**config.mk**
```make
export PLATFORM = sky130hd
export DESIGN_NAME = accel_step_detector
export DESIGN_NICKNAME = d
export VERILOG_FILES = /design/src/sv/asd_pkg.sv /design/src/sv/asd_regs.sv /design/src/sv/asd_div.sv /design/src/sv/asd_datapath.sv /design/src/sv/asd_ctrl.sv /design/src/sv/accel_step_detector.sv
export SDC_FILE = /design/constraint.sdc
export NUM_CORES = 2
export LEC_CHECK = 0
export BUFFER_PORTS_ARGS = -buffer_cell sky130_fd_sc_hd__buf_2
export CORE_UTILIZATION = 60
export CTS_BUF_LIST = sky130_fd_sc_hd__clkbuf_2
export DETAILED_ROUTE_END_ITERATION = 6
export PLACE_DENSITY = 0.77
export SETUP_SLACK_MARGIN = 0.5
export SYNTH_ARGS = -nofsm -noshare
export SYNTH_HDL_FRONTEND = slang
export SYNTH_SLANG_ARGS = --single-unit
export TNS_END_PERCENT = 5
```
**constraint.sdc**
```tcl
create_clock -name clk -period 12.25 [get_ports clk]
set_clock_uncertainty 0.2 [all_clocks]
set_input_delay 2.45 -clock clk [delete_from_list [all_inputs] [get_ports clk]]
set_output_delay 2.45 -clock clk [all_outputs]
set_load 0.005 [all_outputs]
```
**src/sv/asd_pkg.sv**
```systemverilog
// ----------------------------------------------------------------------------
// asd_pkg: shared types and constants of the step detector
// Register map, reset values, controller states and the command and status
// groups that join the controller to the datapath.
// ----------------------------------------------------------------------------
package asd_pkg;

  // Byte address width of the configuration port.
  localparam int unsigned AddrW = 5;

  // Register indexes (byte address is four times the index).
  typedef enum logic [2:0] {
    REG_GRAVITY_TAU  = 3'd0,
    REG_MOTION_TAU   = 3'd1,
    REG_THR_FRACTION = 3'd2,
    REG_THR_FLOOR    = 3'd3,
    REG_MIN_GAP      = 3'd4,
    REG_MAX_GAP      = 3'd5,
    REG_STEPS_NEEDED = 3'd6
  } reg_idx_t;

  // Register reset values.
  localparam logic [15:0] GRAVITY_TAU_RST  = 16'd1000;
  localparam logic [15:0] MOTION_TAU_RST   = 16'd60;
  localparam logic [7:0]  THR_FRACTION_RST = 8'd128;
  localparam logic [15:0] THR_FLOOR_RST    = 16'd820;
  localparam logic [15:0] MIN_GAP_RST      = 16'd250;
  localparam logic [15:0] MAX_GAP_RST      = 16'd2000;
  localparam logic [3:0]  STEPS_NEEDED_RST = 4'd4;

  // Datapath constants.
  localparam logic [31:0] LAST_PEAK_RST = 32'hFFF0_BDC0;
  localparam logic [16:0] ONE_Q16       = 17'h1_0000;
  localparam logic [16:0] PEAK_WEIGHT   = 17'd13107;
  localparam int unsigned DivSteps      = 16;

  // Current register contents.
  typedef struct packed {
    logic [15:0] gravity_tau;
    logic [15:0] motion_tau;
    logic [7:0]  thr_fraction;
    logic [15:0] thr_floor;
    logic [15:0] min_gap;
    logic [15:0] max_gap;
    logic [3:0]  steps_needed;
  } cfg_t;

  // Operand selection of the shared multiplier.
  typedef enum logic [1:0] {
    MUL_GRAVITY = 2'd0,
    MUL_MOTION  = 2'd1,
    MUL_THRESH  = 2'd2,
    MUL_PEAK    = 2'd3
  } mul_sel_t;

  // Controller states.
  typedef enum logic [3:0] {
    S_IDLE, S_SEED, S_GSTART, S_GDIV, S_GMUL, S_GUPD, S_MSTART, S_MDIV,
    S_MMUL, S_MUPD, S_THMUL, S_DECIDE, S_PAMUL, S_PAUPD, S_DONE
  } state_t;

  // Commands from the controller to the datapath.
  typedef struct packed {
    logic     load;
    logic     seed;
    logic     div_start;
    logic     div_motion;
    logic     calc_dyn;
    logic     mul_go;
    mul_sel_t mul_sel;
    logic     upd_g;
    logic     upd_m;
    logic     decide;
    logic     upd_pa;
    logic     load_out;
  } cmd_t;

  // Status from the datapath to the controller.
  typedef struct packed {
    logic seeded;
    logic div_busy;
    logic pa_blend;
    logic out_busy;
  } status_t;

endpackage

```
**src/sv/asd_regs.sv**
```systemverilog
// ----------------------------------------------------------------------------
// asd_regs: configuration register file
// APB-style write and read access to the seven tuning registers.
// ----------------------------------------------------------------------------
module asd_regs
  import asd_pkg::*;
(
  input  logic             clk,
  input  logic             rst_n,
  input  logic             psel,
  input  logic             penable,
  input  logic             pwrite,
  input  logic [AddrW-1:0] paddr,
  input  logic [31:0]      pwdata,
  output logic [31:0]      prdata,
  output logic             pready,
  output cfg_t             cfg
);

  cfg_t     cfg_r;
  logic     wr_en;
  reg_idx_t idx;

  assign pready = 1'b1;
  assign wr_en  = psel && penable && pwrite && pready;
  assign idx    = reg_idx_t'(paddr[AddrW-1:2]);
  assign cfg    = cfg_r;

  // Register writes.
  always_ff @(posedge clk) begin
    if (!rst_n) begin
      cfg_r.gravity_tau  <= GRAVITY_TAU_RST;
      cfg_r.motion_tau   <= MOTION_TAU_RST;
      cfg_r.thr_fraction <= THR_FRACTION_RST;
      cfg_r.thr_floor    <= THR_FLOOR_RST;
      cfg_r.min_gap      <= MIN_GAP_RST;
      cfg_r.max_gap      <= MAX_GAP_RST;
      cfg_r.steps_needed <= STEPS_NEEDED_RST;
    end else if (wr_en) begin
      case (idx)
        REG_GRAVITY_TAU:  cfg_r.gravity_tau  <= pwdata[15:0];
        REG_MOTION_TAU:   cfg_r.motion_tau   <= pwdata[15:0];
        REG_THR_FRACTION: cfg_r.thr_fraction <= pwdata[7:0];
        REG_THR_FLOOR:    cfg_r.thr_floor    <= pwdata[15:0];
        REG_MIN_GAP:      cfg_r.min_gap      <= pwdata[15:0];
        REG_MAX_GAP:      cfg_r.max_gap      <= pwdata[15:0];
        REG_STEPS_NEEDED: cfg_r.steps_needed <= pwdata[3:0];
        default: ;
      endcase
    end
  end

  // Read mux; unused addresses read as zero.
  always_comb begin
    case (idx)
      REG_GRAVITY_TAU:  prdata = {16'd0, cfg_r.gravity_tau};
      REG_MOTION_TAU:   prdata = {16'd0, cfg_r.motion_tau};
      REG_THR_FRACTION: prdata = {24'd0, cfg_r.thr_fraction};
      REG_THR_FLOOR:    prdata = {16'd0, cfg_r.thr_floor};
      REG_MIN_GAP:      prdata = {16'd0, cfg_r.min_gap};
      REG_MAX_GAP:      prdata = {16'd0, cfg_r.max_gap};
      REG_STEPS_NEEDED: prdata = {28'd0, cfg_r.steps_needed};
      default:          prdata = 32'd0;
    endcase
  end

endmodule

```
**src/sv/asd_div.sv**
```systemverilog
// ----------------------------------------------------------------------------
// asd_div: iterative filter coefficient divider
// Restoring division of dt * 65536 by tau, one quotient bit per cycle.
// ----------------------------------------------------------------------------
module asd_div
  import asd_pkg::*;
(
  input  logic        clk,
  input  logic        rst_n,
  input  logic        start,
  input  logic [15:0] dividend,
  input  logic [15:0] divisor,
  output logic        busy,
  output logic [15:0] quotient
);

  logic        busy_r, busy_nxt;
  logic [4:0]  cnt_r, cnt_nxt;
  logic [16:0] rem_r, rem_nxt;
  logic [15:0] quo_r, quo_nxt;
  logic [15:0] dvs_r;
  logic [16:0] rem_sh;

  assign busy     = busy_r;
  assign quotient = quo_r;
  assign rem_sh   = {rem_r[15:0], 1'b0};

  // One shift-and-subtract step per cycle while busy.
  always_comb begin
    busy_nxt = busy_r;
    cnt_nxt  = cnt_r;
    rem_nxt  = rem_r;
    quo_nxt  = quo_r;
    if (start) begin
      busy_nxt = 1'b1;
      cnt_nxt  = 5'(DivSteps);
      rem_nxt  = {1'b0, dividend};
      quo_nxt  = 16'd0;
    end else if (busy_r) begin
      if (rem_sh >= {1'b0, dvs_r}) begin
        rem_nxt = rem_sh - {1'b0, dvs_r};
        quo_nxt = {quo_r[14:0], 1'b1};
      end else begin
        rem_nxt = rem_sh;
        quo_nxt = {quo_r[14:0], 1'b0};
      end
      cnt_nxt  = cnt_r - 5'd1;
      busy_nxt = (cnt_r != 5'd1);
    end
  end

  always_ff @(posedge clk) begin
    if (!rst_n) begin
      busy_r <= 1'b0;
      cnt_r  <= 5'd0;
    end else begin
      busy_r <= busy_nxt;
      cnt_r  <= cnt_nxt;
    end
  end

  always_ff @(posedge clk) begin
    rem_r <= rem_nxt;
    quo_r <= quo_nxt;
    if (start) begin
      dvs_r <= divisor;
    end
  end

endmodule

```
**src/sv/asd_datapath.sv**
```systemverilog
// ----------------------------------------------------------------------------
// asd_datapath: filter and peak datapath
// Holds the detector state, the shared multiplier with its rounding, the
// coefficient divider and the result register, all driven by commands.
// ----------------------------------------------------------------------------
module asd_datapath
  import asd_pkg::*;
(
  input  logic        clk,
  input  logic        rst_n,
  input  cfg_t        cfg,
  input  cmd_t        cmd,
  output status_t     status,
  input  logic [31:0] in_time_ms,
  input  logic [15:0] in_magnitude,
  output logic        out_valid,
  input  logic        out_stall,
  output logic [3:0]  out_steps_added
);

  // Saturate a 27-bit signed value to signed 24 bits.
  function automatic logic signed [23:0] sat24(input logic signed [26:0] v);
    logic signed [23:0] r;
    if (v > 27'sd8388607) begin
      r = 24'sh7F_FFFF;
    end else if (v < -27'sd8388608) begin
      r = 24'sh80_0000;
    end else begin
      r = v[23:0];
    end
    return r;
  endfunction

  // Sample and detector state.
  logic [31:0]        t_r, prev_time_r, lpt_r;
  logic [15:0]        mag_r;
  logic               seeded_r, rising_r;
  logic signed [23:0] g_r, m_r, pm_r, pa_r, dyn_r;
  logic [7:0]         run_r;
  logic [3:0]         added_r;
  logic               coef_one_r;
  logic signed [42:0] prod_r;
  logic               out_valid_r;
  logic [3:0]         out_steps_r;

  logic [31:0]        dt_raw, dt;
  logic [15:0]        tau_sel, div_q;
  logic               div_busy;
  logic [16:0]        coef_k;
  logic signed [24:0] mag_s, mul_x;
  logic [16:0]        mul_k;
  logic signed [42:0] prod_rnd;
  logic signed [26:0] rnd, g_sum, m_sum, pa_sum, dyn_sum, thr, floor_s, top_s;
  logic [31:0]        gap;
  logic               gap_ok, gap_long, top_gt, peak_take;
  logic [7:0]         run_base, run_new, steps8;
  logic [3:0]         added_new;

  // Elapsed time; equal timestamps count as one millisecond.
  assign dt_raw  = t_r - prev_time_r;
  assign dt      = (dt_raw == 32'd0) ? 32'd1 : dt_raw;
  assign tau_sel = cmd.div_motion ? cfg.motion_tau : cfg.gravity_tau;

  asd_div u_div (
    .clk      (clk),
    .rst_n    (rst_n),
    .start    (cmd.div_start),
    .dividend (dt[15:0]),
    .divisor  (tau_sel),
    .busy     (div_busy),
    .quotient (div_q)
  );

  // Coefficient is 1.0 for a zero time constant or when dt reaches tau.
  assign coef_k = coef_one_r ? ONE_Q16 : {1'b0, div_q};
  assign mag_s  = signed'({3'b000, mag_r, 6'b00_0000});

  // Operand selection of the shared multiplier.
  always_comb begin
    unique case (cmd.mul_sel)
      MUL_GRAVITY: begin
        mul_x = mag_s - {g_r[23], g_r};
        mul_k = coef_k;
      end
      MUL_MOTION: begin
        mul_x = {dyn_r[23], dyn_r} - {m_r[23], m_r};
        mul_k = coef_k;
      end
      MUL_THRESH: begin
        mul_x = {pa_r[23], pa_r};
        mul_k = {1'b0, cfg.thr_fraction, 8'd0};
      end
      MUL_PEAK: begin
        mul_x = {pm_r[23], pm_r} - {pa_r[23], pa_r};
        mul_k = PEAK_WEIGHT;
      end
      default: begin
        mul_x = '0;
        mul_k = '0;
      end
    endcase
  end

  // Round half up and drop the sixteen fraction bits of the coefficient.
  assign prod_rnd = prod_r + 43'sd32768;
  assign rnd      = prod_rnd[42:16];

  assign g_sum   = {{3{g_r[23]}}, g_r} + rnd;
  assign m_sum   = {{3{m_r[23]}}, m_r} + rnd;
  assign pa_sum  = {{3{pa_r[23]}}, pa_r} + rnd;
  assign dyn_sum = {{2{mag_s[24]}}, mag_s} - {{3{g_r[23]}}, g_r};

  // Peak test against the larger of the scaled average and the floor.
  assign floor_s  = signed'({5'd0, cfg.thr_floor, 6'd0});
  assign thr      = (rnd < floor_s) ? floor_s : rnd;
  assign top_s    = {{3{pm_r[23]}}, pm_r};
  assign top_gt   = top_s > thr;
  assign gap      = t_r - lpt_r;
  assign gap_ok   = gap >= {16'd0, cfg.min_gap};
  assign gap_long = gap > {16'd0, cfg.max_gap};

  // Run length update and the step count it reports.
  assign run_base = gap_long ? 8'd0 : run_r;
  assign run_new  = (run_base == 8'd255) ? 8'd255 : run_base + 8'd1;
  assign steps8   = {4'd0, cfg.steps_needed};
  always_comb begin
    if (run_new == steps8) begin
      added_new = cfg.steps_needed;
    end else if (run_new > steps8) begin
      added_new = 4'd1;
    end else begin
      added_new = 4'd0;
    end
  end

  assign peak_take = !(m_r > pm_r) && rising_r && (m_r < pm_r) && top_gt && gap_ok;

  assign status.seeded   = seeded_r;
  assign status.div_busy = div_busy;
  assign status.pa_blend = peak_take && (pa_r != 24'sd0);
  assign status.out_busy = out_valid_r && out_stall;

  assign out_valid       = out_valid_r;
  assign out_steps_added = out_steps_r;

  // Detector state and result valid.
  always_ff @(posedge clk) begin
    if (!rst_n) begin
      seeded_r    <= 1'b0;
      prev_time_r <= 32'd0;
      g_r         <= '0;
      m_r         <= '0;
      pm_r        <= '0;
      rising_r    <= 1'b0;
      pa_r        <= '0;
      lpt_r       <= LAST_PEAK_RST;
      run_r       <= 8'd0;
      out_valid_r <= 1'b0;
    end else begin
      if (cmd.seed) begin
        seeded_r    <= 1'b1;
        prev_time_r <= t_r;
        g_r         <= mag_s[23:0];
      end
      if (cmd.upd_g) begin
        g_r <= sat24(g_sum);
      end
      if (cmd.upd_m) begin
        m_r         <= sat24(m_sum);
        prev_time_r <= t_r;
      end
      if (cmd.decide) begin
        if (m_r > pm_r) begin
          rising_r <= 1'b1;
        end else if (rising_r && (m_r < pm_r)) begin
          rising_r <= 1'b0;
          if (peak_take) begin
            run_r <= run_new;
            lpt_r <= t_r;
            if (pa_r == 24'sd0) begin
              pa_r <= pm_r;
            end
          end
        end
      end
      if (cmd.upd_pa) begin
        pa_r <= sat24(pa_sum);
      end
      if (cmd.load_out) begin
        out_valid_r <= 1'b1;
        pm_r        <= m_r;
      end else if (!out_stall) begin
        out_valid_r <= 1'b0;
      end
    end
  end

  // Payload registers.
  always_ff @(posedge clk) begin
    if (cmd.load) begin
      t_r     <= in_time_ms;
      mag_r   <= in_magnitude;
      added_r <= 4'd0;
    end else if (cmd.decide && peak_take) begin
      added_r <= added_new;
    end
    if (cmd.div_start) begin
      coef_one_r <= (tau_sel == 16'd0) || (dt >= {16'd0, tau_sel});
    end
    if (cmd.calc_dyn) begin
      dyn_r <= sat24(dyn_sum);
    end
    if (cmd.mul_go) begin
      prod_r <= mul_x * signed'({1'b0, mul_k});
    end
    if (cmd.load_out) begin
      out_steps_r <= added_r;
    end
  end

endmodule

```
**src/sv/asd_ctrl.sv**
```systemverilog
// ----------------------------------------------------------------------------
// asd_ctrl: sequencing controller
// Steps one sample through seeding or both filter updates, the peak decision
// and, on a blend, the peak average update; the result goes to the output.
// ----------------------------------------------------------------------------
module asd_ctrl
  import asd_pkg::*;
(
  input  logic    clk,
  input  logic    rst_n,
  input  logic    in_valid,
  output logic    in_stall,
  input  status_t status,
  output cmd_t    cmd
);

  state_t state_r, state_nxt;

  always_ff @(posedge clk) begin
    if (!rst_n) begin
      state_r <= S_IDLE;
    end else begin
      state_r <= state_nxt;
    end
  end

  // Next state.
  always_comb begin
    state_nxt = state_r;
    unique case (state_r)
      S_IDLE:   if (in_valid) state_nxt = status.seeded ? S_GSTART : S_SEED;
      S_SEED:   state_nxt = S_DONE;
      S_GSTART: state_nxt = S_GDIV;
      S_GDIV:   if (!status.div_busy) state_nxt = S_GMUL;
      S_GMUL:   state_nxt = S_GUPD;
      S_GUPD:   state_nxt = S_MSTART;
      S_MSTART: state_nxt = S_MDIV;
      S_MDIV:   if (!status.div_busy) state_nxt = S_MMUL;
      S_MMUL:   state_nxt = S_MUPD;
      S_MUPD:   state_nxt = S_THMUL;
      S_THMUL:  state_nxt = S_DECIDE;
      S_DECIDE: state_nxt = status.pa_blend ? S_PAMUL : S_DONE;
      S_PAMUL:  state_nxt = S_PAUPD;
      S_PAUPD:  state_nxt = S_DONE;
      S_DONE:   if (!status.out_busy) state_nxt = S_IDLE;
      default:  state_nxt = S_IDLE;
    endcase
  end

  // Commands.
  always_comb begin
    cmd         = '0;
    cmd.mul_sel = MUL_GRAVITY;
    in_stall    = (state_r != S_IDLE);
    unique case (state_r)
      S_IDLE:   cmd.load = in_valid;
      S_SEED:   cmd.seed = 1'b1;
      S_GSTART: cmd.div_start = 1'b1;
      S_GDIV:   ;
      S_GMUL: begin
        cmd.mul_go  = 1'b1;
        cmd.mul_sel = MUL_GRAVITY;
      end
      S_GUPD:   cmd.upd_g = 1'b1;
      S_MSTART: begin
        cmd.div_start  = 1'b1;
        cmd.div_motion = 1'b1;
        cmd.calc_dyn   = 1'b1;
      end
      S_MDIV:   cmd.div_motion = 1'b1;
      S_MMUL: begin
        cmd.mul_go  = 1'b1;
        cmd.mul_sel = MUL_MOTION;
      end
      S_MUPD:   cmd.upd_m = 1'b1;
      S_THMUL: begin
        cmd.mul_go  = 1'b1;
        cmd.mul_sel = MUL_THRESH;
      end
      S_DECIDE: cmd.decide = 1'b1;
      S_PAMUL: begin
        cmd.mul_go  = 1'b1;
        cmd.mul_sel = MUL_PEAK;
      end
      S_PAUPD:  cmd.upd_pa = 1'b1;
      S_DONE:   cmd.load_out = !status.out_busy;
      default:  ;
    endcase
  end

  // A started division reports busy on the following cycle.
  a_div_starts: assert property (@(posedge clk) disable iff (!rst_n)
    cmd.div_start |=> status.div_busy)
    else $error("divider did not start");

  // The multiplier never uses a coefficient that is still being divided.
  a_coef_ready: assert property (@(posedge clk) disable iff (!rst_n)
    (cmd.mul_go && (cmd.mul_sel == MUL_GRAVITY || cmd.mul_sel == MUL_MOTION))
      |-> !status.div_busy)
    else $error("coefficient used before division finished");

  // A result is never written over one that is still waiting.
  a_no_overwrite: assert property (@(posedge clk) disable iff (!rst_n)
    cmd.load_out |-> !status.out_busy)
    else $error("result register overwritten");

  // The peak average update only follows a peak decision.
  a_pa_order: assert property (@(posedge clk) disable iff (!rst_n)
    (state_r == S_PAMUL) |-> ($past(state_r) == S_DECIDE))
    else $error("peak average update out of order");

endmodule

```
**src/sv/accel_step_detector.sv**
```systemverilog
// ----------------------------------------------------------------------------
// accel_step_detector: pedometer step detector
// Counts steps from timestamped acceleration magnitude samples.
// ----------------------------------------------------------------------------
// Each request carries a millisecond timestamp and a Q3.13 magnitude and
// yields one result, the number of steps to add. The first sample after
// reset only seeds the gravity estimate. Every later sample runs two
// 16-step coefficient divisions on the shared divider and three passes
// through the shared multiplier; an accepted peak that blends into the
// peak average adds a fourth pass. A new request is taken as soon as the
// previous result is in the output register, even while that result still
// waits under out_stall.
module accel_step_detector
  import asd_pkg::*;
(
  input  logic             clk,
  input  logic             rst_n,
  input  logic             in_valid,
  output logic             in_stall,
  input  logic [31:0]      in_time_ms,
  input  logic [15:0]      in_magnitude,
  output logic             out_valid,
  input  logic             out_stall,
  output logic [3:0]       out_steps_added,
  input  logic             psel,
  input  logic             penable,
  input  logic             pwrite,
  input  logic [AddrW-1:0] paddr,
  input  logic [31:0]      pwdata,
  output logic [31:0]      prdata,
  output logic             pready
);

  cfg_t    cfg;
  cmd_t    cmd;
  status_t status;

  // Configuration registers.
  asd_regs u_regs (
    .clk     (clk),
    .rst_n   (rst_n),
    .psel    (psel),
    .penable (penable),
    .pwrite  (pwrite),
    .paddr   (paddr),
    .pwdata  (pwdata),
    .prdata  (prdata),
    .pready  (pready),
    .cfg     (cfg)
  );

  // Sequencing controller.
  asd_ctrl u_ctrl (
    .clk      (clk),
    .rst_n    (rst_n),
    .in_valid (in_valid),
    .in_stall (in_stall),
    .status   (status),
    .cmd      (cmd)
  );

  // Filter and peak datapath.
  asd_datapath u_dp (
    .clk             (clk),
    .rst_n           (rst_n),
    .cfg             (cfg),
    .cmd             (cmd),
    .status          (status),
    .in_time_ms      (in_time_ms),
    .in_magnitude    (in_magnitude),
    .out_valid       (out_valid),
    .out_stall       (out_stall),
    .out_steps_added (out_steps_added)
  );

endmodule
```
==> results list <==
- Vias in the first global route: 41596
- Met1 track demand over resource in global routing: between 50% and 60%
- Required arrival time at the worst endpoint: 13.02 ns
* Core area: around 0.079 mm²
- Setup repair after global routing left no endpoint under its margin.
- Final period demand of the worst path: 11.11 ns
- TritonCTS clock tree: yes
* DRT Pass-1 Iters: 6
- Total negative slack: 0 ns
* Crit Path Class: reg -> reg
- Post-CTS timing repair inserted 0 buffers for setup.
* Post-synthesis share of cell area spent on and, or, nand and nor gates: 17.0%
* Number of DRC markers in iteration 0: 4662
* Critical path's largest stage delay: 0.99 ns
* Chip Width: 285 µm
- The first global-routing pass estimated 230 mm of wire.
- Summed over all layers, the routed wires come to 147 mm.
- Nature of the critical path endpoint: flip-flop
- Among all stages on the critical path, the largest delay is contributed by sky130_fd_sc_hd__a211oi_2.
- The final number of max-transition violations came to 0.
- Grt met3 use: 7.62%
* Number of fillers in the final layout: 6942
- The clock tree synthesis step divided the H-tree into 3 levels.
* Post-Synth XOR/XNOR Area: 4.03%
- The most common cell in the synthesized netlist is sky130_fd_sc_hd__inv_1.
- After technology mapping, the gate count stands at 5821.
- STA classifies the critical path startpoint as a flip-flop.
- Pin count of the biggest net entering global routing: 95
- Rows: 103
- Commonest register cell after synthesis: sky130_fd_sc_hd__dfxtp_1
- Total number of vias: 43266
- In this run the static leakage power is 23.2 nW.
* CTS Buffer Depth: 3
- Buffers inserted during clock tree synthesis total 115.
* Average via count per standard cell: 6.16
- Aggregate global-route resource usage: a little over a third
- FFs w/ async S/R, synth: 0%
- After synthesis, the share of cell area in mux cells is 2.33%.
* Avg Synthesized Cell Area: 8.25 µm²
- The synthesized netlist devotes 18.0% of its cell area to compound gates.
- Area share of the largest cell type after synthesis: 17.6%
- Leading cell types by count after synthesis: sky130_fd_sc_hd__inv_1 (821), sky130_fd_sc_hd__nand2_1 (675), sky130_fd_sc_hd__ha_1 (445)
* Fmax: roughly 0.090 GHz
- The final critical path takes up around nine tenths of the cycle.
- Clock-pin transition on the worst setup and hold timing paths: between 0.1 and 0.15 ns
- Count of input and output buffers: 95
* Share of final-layout standard cells stronger than drive strength 1: under 10%
- The worst-case IR drop observed on VDD is between 0.00015 and 0.0002 V.
- Yosys warns: 0
- Max-Cap Viols: 0
- Post-synth EDFFs: around 140
- Total count of hold-check failures in the final report: 0
- Placer Congestion: approximately 1.0
- Synth area leader: sky130_fd_sc_hd__fa_1
- Number of nets still failing antenna checks after routing: 0
- Worst path arrival time: 11.88 ns
- # clock sinks: 430
* Final-report setup violation count: 0
- After synthesis, flip-flops and latches occupy 20.8% of the total area.
- For this configuration, the core starts out at a cell density of 60.7%.
* Register bit count reported by yosys: 430
* Cell Area, Synth: about 0.048 mm²
- Detail-routed net length per standard cell: 20.9 µm
- Measured against its own limit, the worst slew margin works out to 10.0%.
- Number of top-level pins: 131
* Unique masters post-synth: 99
* CTS resizes: 0
- Post-layout net count: between 6000 and 7000
- Met2 GRT Util: 53.1%
* Arithmetic-cell share of the synthesized area counting full adders, half adders and majority gates: 29.2%
- Result of the run: finished clean
* Ranking of synthesized cells by area: sky130_fd_sc_hd__fa_1 (18%), sky130_fd_sc_hd__dfxtp_1 (12%), sky130_fd_sc_hd__ha_1 (12%)
* Root buf cell: sky130_fd_sc_hd__clkbuf_2
* Final-layout worst hold slack: 0.258 ns
- Combinational family with the most area after synthesis: adder cells
- Die height: 285 µm
- Of all nets on the critical path, the largest fanout is 10.
- For the pin with the worst max-slew slack, the measured transition is between 1 and 1.5 ns.
- Clock latency on the worst-skew pair: 1.28 ns
* Layout Area Growth over Synthesis: 5.46%
* Full die area: 0.0812 mm²
- Overflow left after global routing: 0
- Worst path most repeated cell: sky130_fd_sc_hd__fa_1
- After detailed routing, the number of remaining DRC violations is 0.
- Routing layer with the top usage in global route: met2
* Worst min-delay path class: reg -> reg
- The setup check on the worst reg-to-reg path leaves a slack of 1.14 ns.
- The number of antenna violations at the first check in global routing is 2.
- In this run, post-CTS hold repair placed 0 buffers.
- For this design the ratio of total power to cell area is 216 mW/mm².
- After legalization and detailed placement, the total HPWL measured between 100 and 150 mm.
==> cell usage in the layout, fill, tap and decap left out, drive strengths merged, types with 45 or more instances in the layout <==
cell and count:
xor2 69, and3 53, nor2 439, a21o 117, inv 824, a31oi 45
nand2 676, nor3 85, a21oi 437, nand2b 74, o21ai 264, o211ai 60
nor2b 63, a211oi 75, dfxtp 293, nand3 144, edfxtp 137, mux2i 86
ha 445, o21a 60, buf 178, nand4 71, fa 422, clkbuf 164
xnor2 151
==> where the power goes <==
group          internal [W]  switching, W  total (W)
logic               0.00271       0.00499    0.00771
clock network      0.000432      0.000674    0.00111
registers           0.00188      0.000239    0.00212
==> metal layers <==
metal	vias to the layer above	routed length [µm]
met5	-	0
met4	0	6510
met3	334	17700
met2	2281	62000
met1	20668	60500
li1	19983	-
==> area by class of cell <==
type                    instances  area [µm²]  share of cell area, %
multi-input cells            4326       34100                   67.2
flip-flops and latches        430        9980                   19.7
inverters                     824        3100                   6.12
well taps                    1050        1310                   2.59
repair buffers                178        1100                   2.17
clock buffers                 164         821                   1.62
clock inverters                42         270                  0.534
diodes                          6        15.0                 0.0296
==> kinds of logic (layout without fill, tap and decap cells) <==
logic type	after synthesis	count (layout)
xor gates and xnor gates	220	220
DFF	430	430
adders and majority gates	867	867
buffers and inverters	1080	1208
other	2	23
muxes	103	103
AOI/OAI and AO/OA	1345	1345
and+or+nand+nor	1774	1774
==> state kept, by name (all words and copies together) (netlist names), 8 cells and up <==
name,count
u_dp.mag_r,16
u_dp.u_div.rem_r,16
u_dp.lpt_r,32
u_dp.u_div.quotient,16
u_dp.dyn_r,24
u_dp.u_div.dvs_r,16
u_dp.run_r,8
u_dp.g_r,24
u_dp.pa_r,24
u_dp.t_r,32
u_dp.prev_time_r,32
u_dp.m_r,24
u_regs.cfg,92
u_dp.prod_r,28
u_dp.pm_r,24
==> through the flow <==
| stage | instances | total power (W) | setup WS [ns] | instance area, µm² | utilization, % |
|---|---|---|---|---|---|
| after floorplan | 5836 | 0.00734 | 3.14 | 48100 | - |
| after global placement | 6808 | 0.00942 | 1.63 | 49500 | 62.6 |
| after detailed placement | 6808 | 0.00961 | 1.54 | 49500 | 62.6 |
| after CTS | 7014 | 0.0108 | 1.48 | 50600 | 64.0 |
| after global routing | 7019 | 0.0117 | 0.887 | 50700 | 64.0 |
| final | 7020 | 0.0109 | 1.14 | 50700 | 64.0 |
==> path summary, 6_finish.rpt <==
kind | start | to | cells past startpoint
worst max-delay path | u_dp.m_r[1]$_SDFFE_PN0P_ | u_dp.prod_r[42]$_DFFE_PP_ | 34
worst min-delay path | u_dp.u_div.quotient[5]$_SDFFE_PN0P_ | u_dp.u_div.quotient[6]$_SDFFE_PN0P_ | 2
worst max register to register | u_dp.m_r[1]$_SDFFE_PN0P_ | u_dp.prod_r[42]$_DFFE_PP_ | 34
worst min register to register | u_dp.u_div.quotient[5]$_SDFFE_PN0P_ | u_dp.u_div.quotient[6]$_SDFFE_PN0P_ | 2
==> critical path: cells and delay by family (launching register included) <==
| family | cells | cell delay (ns) |
|---|---|---|
| compound gates | 14 | 4.39 |
| fa+ha+maj | 8 | 3.74 |
| simple gates | 5 | 1.00 |
| flops | 1 | 0.59 |
| xor+xnor | 2 | 0.50 |
| buf+inv | 5 | 0.41 |
Note: power is estimated with default switching activity, not from simulation.
